[src/rtl/rtu_pkg.sv]
`default_nettype none
package rtu_pkg;

    localparam int FRAME_BYTES_DEF = 256;

    localparam logic [1:0] ACT_TICK    = 2'd0;
    localparam logic [1:0] ACT_RX_BYTE = 2'd1;
    localparam logic [1:0] ACT_TX_BYTE = 2'd2;

    localparam logic [2:0] MODE_START = 3'd0;
    localparam logic [2:0] MODE_INIT  = 3'd1;
    localparam logic [2:0] MODE_IDLE  = 3'd2;
    localparam logic [2:0] MODE_TX    = 3'd3;
    localparam logic [2:0] MODE_RX    = 3'd4;
    localparam logic [2:0] MODE_WAIT  = 3'd5;

    localparam logic [15:0] CRC_INIT = 16'hFFFF;
    localparam logic [15:0] CRC_POLY = 16'hA001;

    localparam logic [15:0] CHAR_GAP_RESET  = 16'd2;
    localparam logic [15:0] FRAME_GAP_RESET = 16'd4;

    localparam logic [1:0] REG_CHAR_GAP  = 2'd0;
    localparam logic [1:0] REG_FRAME_GAP = 2'd1;

    // Decoded request handed from the front end to the execution side.
    typedef struct packed {
        logic       is_tick;
        logic       is_rx;
        logic       is_pl;
        logic       last;
        logic [7:0] data;
    } t_item;

    typedef struct packed {
        logic       tx_valid;
        logic [7:0] tx_byte;
        logic       frame_done;
        logic       frame_pass;
        logic [7:0] payload_length;
        logic [2:0] link_state;
    } t_result;

    function automatic logic [15:0] crc_step(input logic [15:0] c, input logic [7:0] b);
        logic [15:0] v;
        v = c ^ {8'h00, b};
        for (int k = 0; k < 8; k++) begin
            v = v[0] ? ((v >> 1) ^ CRC_POLY) : (v >> 1);
        end
        return v;
    endfunction

endpackage
`default_nettype wire

[src/rtl/rtu_frame_timing_crc_link.sv]
// RTU link controller: frame timing and CRC-16 for a half-duplex serial line.
// Input stream (s_axis): tuser is the request kind (0 tick, 1 byte taken from
// the line, 2 payload byte to send), tdata the byte, tlast the final payload
// byte of a frame to send. Every request gives exactly one result on m_axis:
// the byte driven to the line on this tick, a received frame's end with its
// CRC verdict and payload length, and the link state after the request.
// A two-entry request queue feeds the execution side, which handles one
// request per clock unless the receiver stalls; results sit in an output
// register, loaded when the execution side takes the request from the queue.
// The per-cycle path is set by the byte-wide CRC update and the transmit
// store, whose read is registered and addressed with the next position.
// When the receiver stalls, the output register holds its result and the
// queue fills; s_axis_tready falls once both queue entries are occupied.
// Reset (synchronous, active low) returns the link to the start state, gap
// registers to 2 and 4 ticks, and empties queue and output; the transmit
// store needs no clearing. Gap registers are written through the cfg port
// by the user while the block is idle; the block itself does not enforce it.
`default_nettype none
module rtu_frame_timing_crc_link
    import rtu_pkg::*;
#(
    parameter int FRAME_BYTES = FRAME_BYTES_DEF
) (
    input  wire         i_clk,
    input  wire         i_rst_n,
    input  wire         i_cfg_we,
    input  wire [1:0]   i_cfg_addr,
    input  wire [15:0]  i_cfg_wdata,
    input  wire         s_axis_tvalid,
    output logic        s_axis_tready,
    input  wire  [7:0]  s_axis_tdata,   // data_byte
    input  wire  [1:0]  s_axis_tuser,   // action
    input  wire         s_axis_tlast,   // last_byte
    output logic        m_axis_tvalid,
    input  wire         m_axis_tready,
    // tx_valid, tx_byte[8:1], frame_done, frame_pass, payload_length[18:11],
    // link_state[21:19], zero fill
    output logic [23:0] m_axis_tdata
);

    logic    w_q_valid, w_take;
    t_item   w_item;
    t_result w_res;

    rtu_front u_front (
        .i_clk   (i_clk),
        .i_rst_n (i_rst_n),
        .i_valid (s_axis_tvalid),
        .o_ready (s_axis_tready),
        .i_action(s_axis_tuser),
        .i_data  (s_axis_tdata),
        .i_last  (s_axis_tlast),
        .o_valid (w_q_valid),
        .i_take  (w_take),
        .o_item  (w_item)
    );

    rtu_back #(.FRAME_BYTES(FRAME_BYTES)) u_back (
        .i_clk      (i_clk),
        .i_rst_n    (i_rst_n),
        .i_cfg_we   (i_cfg_we),
        .i_cfg_addr (i_cfg_addr),
        .i_cfg_wdata(i_cfg_wdata),
        .i_valid    (w_q_valid),
        .o_take     (w_take),
        .i_item     (w_item),
        .o_valid    (m_axis_tvalid),
        .i_ready    (m_axis_tready),
        .o_res      (w_res)
    );

    assign m_axis_tdata = {2'b00, w_res.link_state, w_res.payload_length,
                           w_res.frame_pass, w_res.frame_done, w_res.tx_byte,
                           w_res.tx_valid};

endmodule
`default_nettype wire

[src/rtl/rtu_ram.sv]
`default_nettype none
module rtu_ram #(
    parameter int WIDTH = 8,
    parameter int DEPTH = 256
) (
    input  wire                     i_clk,
    input  wire                     i_we,
    input  wire [$clog2(DEPTH)-1:0] i_waddr,
    input  wire [WIDTH-1:0]         i_wdata,
    input  wire [$clog2(DEPTH)-1:0] i_raddr,
    output logic [WIDTH-1:0]        o_rdata
);

    logic [WIDTH-1:0] r_mem [DEPTH];

    always_ff @(posedge i_clk) begin
        if (i_we) begin
            r_mem[i_waddr] <= i_wdata;
        end
        o_rdata <= r_mem[i_raddr];
    end

endmodule
`default_nettype wire

[src/rtl/rtu_front.sv]
`default_nettype none
module rtu_front
    import rtu_pkg::*;
(
    input  wire        i_clk,
    input  wire        i_rst_n,
    input  wire        i_valid,
    output logic       o_ready,
    input  wire [1:0]  i_action,
    input  wire [7:0]  i_data,
    input  wire        i_last,
    output logic       o_valid,
    input  wire        i_take,
    output t_item      o_item
);

    // Two-entry queue of decoded requests.
    t_item      r_q [2];
    logic       r_wp, r_rp;
    logic [1:0] r_cnt;
    t_item      w_item;
    logic       w_push, w_pop;

    always_comb begin
        w_item.is_tick = (i_action == ACT_TICK);
        w_item.is_rx   = (i_action == ACT_RX_BYTE);
        w_item.is_pl   = (i_action == ACT_TX_BYTE);
        w_item.last    = i_last;
        w_item.data    = i_data;
    end

    assign o_ready = (r_cnt != 2'd2);
    assign o_valid = (r_cnt != 2'd0);
    assign o_item  = r_q[r_rp];
    assign w_push  = i_valid && o_ready;
    assign w_pop   = o_valid && i_take;

    always_ff @(posedge i_clk) begin
        if (w_push) begin
            r_q[r_wp] <= w_item;
        end
        if (!i_rst_n) begin
            r_wp  <= 1'b0;
            r_rp  <= 1'b0;
            r_cnt <= 2'd0;
        end else begin
            if (w_push) begin
                r_wp <= ~r_wp;
            end
            if (w_pop) begin
                r_rp <= ~r_rp;
            end
            r_cnt <= r_cnt + {1'b0, w_push} - {1'b0, w_pop};
        end
    end

endmodule
`default_nettype wire

[src/rtl/rtu_back.sv]
`default_nettype none
module rtu_back
    import rtu_pkg::*;
#(
    parameter int FRAME_BYTES = FRAME_BYTES_DEF
) (
    input  wire        i_clk,
    input  wire        i_rst_n,
    input  wire        i_cfg_we,
    input  wire [1:0]  i_cfg_addr,
    input  wire [15:0] i_cfg_wdata,
    input  wire        i_valid,
    output logic       o_take,
    input  t_item      i_item,
    output logic       o_valid,
    input  wire        i_ready,
    output t_result    o_res
);

    localparam int CW = $clog2(FRAME_BYTES + 2);
    localparam int AW = $clog2(FRAME_BYTES);
    localparam logic [CW-1:0] RX_MAX   = CW'(FRAME_BYTES);
    localparam logic [CW-1:0] DATA_MAX = CW'(FRAME_BYTES - 2);
    localparam logic [CW-1:0] CNT_ONE  = CW'(1);
    localparam logic [CW-1:0] CNT_TWO  = CW'(2);

    logic [15:0]   r_cg_ticks, r_fg_ticks;
    logic [2:0]    r_mode, n_mode;
    logic [15:0]   r_cg, n_cg, r_fg, n_fg;
    logic [CW-1:0] r_rxc, n_rxc;
    logic [15:0]   r_rxcrc, n_rxcrc;
    logic          r_late, n_late;
    logic [CW-1:0] r_dfill, n_dfill, r_pos, n_pos;
    logic [15:0]   r_tcrc, n_tcrc, r_fcs, n_fcs;
    logic          r_pend, n_pend;
    logic          r_byp_hit;
    logic [7:0]    r_byp_data;
    t_result       n_res;
    logic          w_fire;
    logic          w_we;
    logic [7:0]    w_ram_q, w_mem_byte;
    logic [15:0]   w_cg_d, w_fg_d, w_crc;
    logic [CW-1:0] w_fill;

    assign o_take = i_valid && (!o_valid || i_ready);
    assign w_fire = o_take;

    rtu_ram #(.WIDTH(8), .DEPTH(FRAME_BYTES)) u_store (
        .i_clk  (i_clk),
        .i_we   (w_we),
        .i_waddr(r_dfill[AW-1:0]),
        .i_wdata(i_item.data),
        .i_raddr(n_pos[AW-1:0]),
        .o_rdata(w_ram_q)
    );

    // The store reads before it writes, so a byte written to the address being
    // fetched is forwarded from a side register.
    assign w_mem_byte = r_byp_hit ? r_byp_data : w_ram_q;

    always_comb begin
        n_mode  = r_mode;
        n_cg    = r_cg;
        n_fg    = r_fg;
        n_rxc   = r_rxc;
        n_rxcrc = r_rxcrc;
        n_late  = r_late;
        n_dfill = r_dfill;
        n_pos   = r_pos;
        n_tcrc  = r_tcrc;
        n_fcs   = r_fcs;
        n_pend  = r_pend;
        w_we    = 1'b0;
        n_res   = '0;
        w_cg_d  = (r_cg != 16'd0) ? r_cg - 16'd1 : r_cg;
        w_fg_d  = (r_fg != 16'd0) ? r_fg - 16'd1 : r_fg;
        w_fill  = r_dfill + (r_pend ? CNT_TWO : '0);
        w_crc   = crc_step(i_item.is_rx ? r_rxcrc : r_tcrc, i_item.data);
        if (w_fire) begin
            if (i_item.is_rx) begin
                case (r_mode)
                    MODE_INIT: begin
                        n_fg = r_fg_ticks;
                    end
                    MODE_IDLE: begin
                        n_late  = 1'b0;
                        n_rxc   = CNT_ONE;
                        n_rxcrc = crc_step(CRC_INIT, i_item.data);
                        n_cg    = r_cg_ticks;
                        n_fg    = r_fg_ticks;
                        n_mode  = MODE_RX;
                    end
                    MODE_RX: begin
                        if (r_rxc <= RX_MAX) begin
                            n_rxc = r_rxc + CNT_ONE;
                        end
                        n_rxcrc = w_crc;
                        n_cg    = r_cg_ticks;
                        n_fg    = r_fg_ticks;
                    end
                    MODE_WAIT: begin
                        n_late = 1'b1;
                    end
                    default: begin
                    end
                endcase
            end else if (i_item.is_pl) begin
                if (!r_pend) begin
                    if (r_dfill < DATA_MAX) begin
                        w_we    = 1'b1;
                        n_dfill = r_dfill + CNT_ONE;
                        n_tcrc  = w_crc;
                    end
                    if (i_item.last) begin
                        n_fcs  = (r_dfill < DATA_MAX) ? w_crc : r_tcrc;
                        n_tcrc = CRC_INIT;
                        n_pend = 1'b1;
                    end
                end
            end else if (i_item.is_tick) begin
                n_cg = w_cg_d;
                n_fg = w_fg_d;
                case (r_mode)
                    MODE_INIT: begin
                        if (w_fg_d == 16'd0) begin
                            n_mode = MODE_IDLE;
                        end
                    end
                    MODE_IDLE: begin
                        if (r_pend) begin
                            n_mode = MODE_TX;
                        end
                    end
                    MODE_TX: begin
                        if (r_pos < w_fill) begin
                            n_res.tx_valid = 1'b1;
                            if (r_pos < r_dfill) begin
                                n_res.tx_byte = w_mem_byte;
                            end else if (r_pos == r_dfill) begin
                                n_res.tx_byte = r_fcs[7:0];
                            end else begin
                                n_res.tx_byte = r_fcs[15:8];
                            end
                            n_pos = r_pos + CNT_ONE;
                        end
                        if (r_pend && n_pos >= w_fill) begin
                            n_pend  = 1'b0;
                            n_dfill = '0;
                            n_pos   = '0;
                            n_fg    = r_fg_ticks;
                        end else if (!r_pend && w_fg_d == 16'd0) begin
                            n_mode = MODE_IDLE;
                        end
                    end
                    MODE_RX: begin
                        if (w_cg_d == 16'd0) begin
                            n_mode = MODE_WAIT;
                        end
                    end
                    MODE_WAIT: begin
                        if (w_fg_d == 16'd0) begin
                            n_res.frame_done = 1'b1;
                            if (!r_late && r_rxc >= CNT_TWO && r_rxc <= RX_MAX
                                && r_rxcrc == 16'd0) begin
                                n_res.frame_pass     = 1'b1;
                                n_res.payload_length = 8'(r_rxc - CNT_TWO);
                            end
                            n_rxc   = '0;
                            n_rxcrc = CRC_INIT;
                            n_late  = 1'b0;
                            n_fg    = r_fg_ticks;
                            n_mode  = MODE_IDLE;
                        end
                    end
                    default: begin
                        n_rxc   = '0;
                        n_rxcrc = CRC_INIT;
                        n_late  = 1'b0;
                        n_cg    = 16'd0;
                        n_fg    = r_fg_ticks;
                        n_dfill = '0;
                        n_pos   = '0;
                        n_tcrc  = CRC_INIT;
                        n_pend  = 1'b0;
                        n_mode  = MODE_INIT;
                    end
                endcase
            end
        end
        n_res.link_state = n_mode;
    end

    always_ff @(posedge i_clk) begin
        r_byp_hit  <= w_we && (r_dfill[AW-1:0] == n_pos[AW-1:0]);
        r_byp_data <= i_item.data;
        r_fcs      <= n_fcs;
        if (w_fire) begin
            o_res <= n_res;
        end
        if (!i_rst_n) begin
            r_cg_ticks <= CHAR_GAP_RESET;
            r_fg_ticks <= FRAME_GAP_RESET;
            r_mode     <= MODE_START;
            r_cg       <= 16'd0;
            r_fg       <= 16'd0;
            r_rxc      <= '0;
            r_rxcrc    <= CRC_INIT;
            r_late     <= 1'b0;
            r_dfill    <= '0;
            r_pos      <= '0;
            r_tcrc     <= CRC_INIT;
            r_pend     <= 1'b0;
            o_valid    <= 1'b0;
        end else begin
            if (i_cfg_we && i_cfg_addr == REG_CHAR_GAP) begin
                r_cg_ticks <= i_cfg_wdata;
            end
            if (i_cfg_we && i_cfg_addr == REG_FRAME_GAP) begin
                r_fg_ticks <= i_cfg_wdata;
            end
            r_mode  <= n_mode;
            r_cg    <= n_cg;
            r_fg    <= n_fg;
            r_rxc   <= n_rxc;
            r_rxcrc <= n_rxcrc;
            r_late  <= n_late;
            r_dfill <= n_dfill;
            r_pos   <= n_pos;
            r_tcrc  <= n_tcrc;
            r_pend  <= n_pend;
            if (w_fire) begin
                o_valid <= 1'b1;
            end else if (i_ready) begin
                o_valid <= 1'b0;
            end
        end
    end

endmodule
`default_nettype wire

[config.mk]
export PLATFORM = sky130hd
export DESIGN_NAME = rtu_frame_timing_crc_link
export DESIGN_NICKNAME = d
export VERILOG_FILES = /design/src/rtl/rtu_pkg.sv /design/src/rtl/rtu_frame_timing_crc_link.sv /design/src/rtl/rtu_ram.sv /design/src/rtl/rtu_front.sv /design/src/rtl/rtu_back.sv
export SDC_FILE = /design/constraint.sdc
export NUM_CORES = 2
export LEC_CHECK = 0
export BUFFER_PORTS_ARGS = -buffer_cell sky130_fd_sc_hd__buf_2
export CORE_ASPECT_RATIO = 1.75
export CORE_UTILIZATION = 40
export CTS_CLUSTER_SIZE = 8
export DETAILED_ROUTE_END_ITERATION = 6
export SYNTH_ARGS = -nofsm -noshare
export SYNTH_HDL_FRONTEND = slang
export SYNTH_HIERARCHICAL = 1
export SYNTH_SLANG_ARGS = --single-unit
export TNS_END_PERCENT = 10
[constraint.sdc]
create_clock -name i_clk -period 8.61 [get_ports i_clk]
set_input_delay 1.2915 -clock i_clk [delete_from_list [all_inputs] [get_ports i_clk]]
set_output_delay 1.2915 -clock i_clk [all_outputs]
set_load 0.02 [all_outputs]
==> impl_results.md <==
* Outcome: finished, final reports clean
* Post-synth cell types at 110
* Number of synthesized flops with an enable pin at roughly 2100
* Yosys top cell by area: edfxtp_1
* Synth top area cells: edfxtp_1, mux4_2, dfxtp_1
* Sw Pwr at approximately 6.6 mW
* Initial DRC count at 4582
* Most frequent cells in the layout: edfxtp_1, mux4_2, nor2_1, clkbuf_16, nand2_1
* Sw Share at 0.242
* Leakage at roughly 32 nW
* Final Hold Violating Endpoints at 0
* Register area share after synthesis at 0.729
* Fin Hold WS at roughly 470 ps
* Clk sinks at about 2300
* Global-route wire length before repair at 365000 um
* Clk_skew at about 38 ps
* RSZ-0062 raised after global routing: false
* # IOs at 60
* Die W at approximately 360 um
* H-Tree Depth at 5
* Vias in the first global route at a little over 50000
* Layout area overhead at 14.7%
* Worst setup path start: u_back/r_dfill[1]
* Max IR drop VDD at roughly 0.18 mV
* Drt total wl at ~250000 um
* Reg2reg setup slack at ~410 ps
* Reg-to-Reg End: u_back/u_store/o_rdata[4]
* Yosys warns at 6
* Largest net degree at the start of global routing at approximately 100
* Combinational Power Share at 0.096
* Max FO, Critical Path at 34
* Top-area cell type share of the netlist area at 0.696
* Asr flop ratio synth at 0
* Sequential Power Share at 0.486
* Slew headroom at 0.130
* Starting Density at 0.402
* Crit end category: flop
* Worst Setup Path Type: reg -> reg
* WL per Instance at 30.0 um
* Final Critical Period at roughly 8000 ps
* Antenna Violating Nets Remaining at 0
* Clock Latency Late Sink at 850 ps
* Fin nets at 5414
* Vias/cell at 5.82
* Die height at ~630 um
* Root Driver: clkbuf_16
* Flops & latches, synth at approximately 2300
* Max Slew Vio Count at 0
* Number of port buffers at 57
* Drt drc at 0
* Slowest cell on crit path: o22ai_1
* Total grt overflow at 0
* Power share of the clock group at 0.418
* Top FF cell, synth: edfxtp_1
* HP Class: reg -> reg
* Power per cell area at between 200 and 300 nW/um^2
* Slowest Stage Delay on Critical Path at 700 ps
* Most common cell after layout, fill and taps aside: edfxtp_1
* Clock slew at reported path FFs at roughly 50 ps
* R2r startpoint: u_back/r_dfill[1]
* First-pass iteration count of the detailed router at 6
* Mapped Area at 91000 um^2
* Total power at ~27 mW
* CTS tree: built
* Worst setup endpoint: u_back/u_store/o_rdata[4]
* R2R cell count at 29
* # rows at ~230
* HPWL Detailed at 168000 um
* Share of layout cells above drive strength 1 at 0.213
* CP required at between 9000 and 10000 ps
* Post-Syn Instances at 5052
* CTS Buf Count at 325
* Max cap viols at 0
* Die Area at between 200000 and 250000 um^2
* Avg Cell Area, Syn at around 18 um^2
* Max Buffers Root-to-Sink at 4
* Startpoint types: flop
* Finish-stage setup viols at 0
* RePlAce Congestion at ~0.91
* Crit path DAT at 8920 ps
* Max Freq at 122 MHz
* GRT Total Usage at 0.220
* Core Region at between 200000 and 250000 um^2
* Antenna violations before repair at 1
* Cell internal pwr at just over 20 mW
* Tightest Pin Transition at 1300 ps
* Via Count at around 50000
* Final period util at 0.953
how the worst min path moves through the flow:
| stage | start | depth (start not counted) | end |
|---|---|---|---|
| after floorplan | u_back/r_fg_ticks[4] | 2 | u_back/r_fg_ticks[4] |
| after global placement | u_back/r_fg_ticks[12] | 2 | u_back/r_fg_ticks[12] |
| after detailed placement | u_back/r_cg_ticks[4] | 2 | u_back/r_cg_ticks[4] |
| after CTS | u_back/r_fg_ticks[15] | 2 | u_back/r_fg_ticks[15] |
| after global routing | u_back/r_fg_ticks[3] | 2 | u_back/r_fg_ticks[3] |
| final | u_back/r_fg_ticks[15] | 2 | u_back/r_fg_ticks[15] |
registers in the layout, summed over array words and instances, names as in the netlist, 2 cells and up, named ones only:
register / cells
u_back/u_store/r_mem: 2048
u_front/r_q: 24
u_back/o_res: 22
u_back/r_cg: 16
u_back/r_cg_ticks: 16
u_back/r_fcs: 16
u_back/r_fg: 16
u_back/r_fg_ticks: 16
u_back/r_rxcrc: 16
u_back/r_tcrc: 16
u_back/r_dfill: 9
u_back/r_pos: 9
u_back/r_rxc: 9
u_back/r_byp_data: 8
u_back/u_store/o_rdata: 8
u_back/r_mode: 3
u_front/r_cnt: 2
worst max-delay path, delay by kind of cell (launching register included):
family | cells | cell delay (ps)
AO/OA/AOI/OAI | 10 | 2360
AND/OR/NAND/NOR | 8 | 2060
buffers and inverters | 5 | 1250
adder cells (fa/ha/maj) | 3 | 910
XOR/XNOR | 2 | 610
flip-flops | 1 | 420
multiplexers | 1 | 400
cell usage after synthesis, types with 11 or more instances:
library cell	n
a22oi_1	142
o221ai_1	52
nand4_1	28
nand2b_1	18
and2_1	20
nor4_1	38
o21a_1	11
ha_1	36
buf_6	23
mux4_2	454
edfxtp_1	2110
buf_2	46
a21oi_1	198
nor2_1	402
o21ai_0	66
xnor2_1	52
a211oi_1	40
nor2b_1	48
dfxtp_1	151
buf_1	27
nor3_1	63
buf_4	32
mux2i_1	164
o22ai_1	55
nand3_1	72
o211ai_1	22
xor2_1	18
clkbuf_1	161
inv_1	39
a221oi_1	22
buf_8	13
a22o_1	11
nand2_1	207
repair_timing:
item / CTS / global route
gates resized for setup: 0 / 5
buffers inserted: 0 / 7
setup endpoints to repair: 0 / 8
hold buffers: 0 / 0
layout make-up:
class	instances	area, um^2
well taps	3029	3790
diodes	1	2.50
clock buffers	415	8600
fillers	18906	122000
flip-flops and latches	2261	66400
multi-input cells	2441	23000
repair buffers	274	2250
clock inverters	19	272
inverters	41	154
kinds of logic (layout without fill, tap and decap cells):
| kind of cell | after synthesis | in the layout | share of synthesized area |
|---|---|---|---|
| adder cells (fa/ha/maj) | 36 | 36 | 0.00495 |
| XOR/XNOR | 70 | 70 | 0.00673 |
| buffers and inverters | 351 | 749 | 0.0214 |
| other | 1 | 3 | 0.0000412 |
| flip-flops | 2261 | 2261 | 0.729 |
| multiplexers | 635 | 635 | 0.133 |
| AO/OA/AOI/OAI | 727 | 727 | 0.0550 |
| AND/OR/NAND/NOR | 971 | 971 | 0.0500 |
metrics by stage:
step,instances,area [um^2],util,setup slack (ps),TNS [ps]
final,8481,104000,0.461,407,0
after detailed placement,8039,95400,0.422,35.8,0
after global placement,8039,95400,0.422,-18.4,-35.5
after floorplan,5053,91000,-,2200,0
after CTS,8473,104000,0.461,18.2,0
after global routing,8481,104000,0.461,4.71,0
power groups by stage:
stage / Combinational, mW / Clock [mW] / Sequential, mW
final: 2.60 / 11.3 / 13.2
after global routing: 2.80 / 11.9 / 13.2
after CTS: 2.62 / 11.5 / 13.2
after detailed placement: 2.62 / 0 / 13.4
after global placement: 2.53 / 0 / 13.4
after floorplan: 1.44 / 0 / 13.6
layer usage:
metal,vias up,GRT usage,part of all wire
met5,-,0,0
met4,0,0.141,0.072
met3,585,0.0301,0.052
met2,1919,0.405,0.54
met1,25881,0.234,0.34
li1,20988,-,-
No activity file was read; power rests on OpenSTA's default activity.
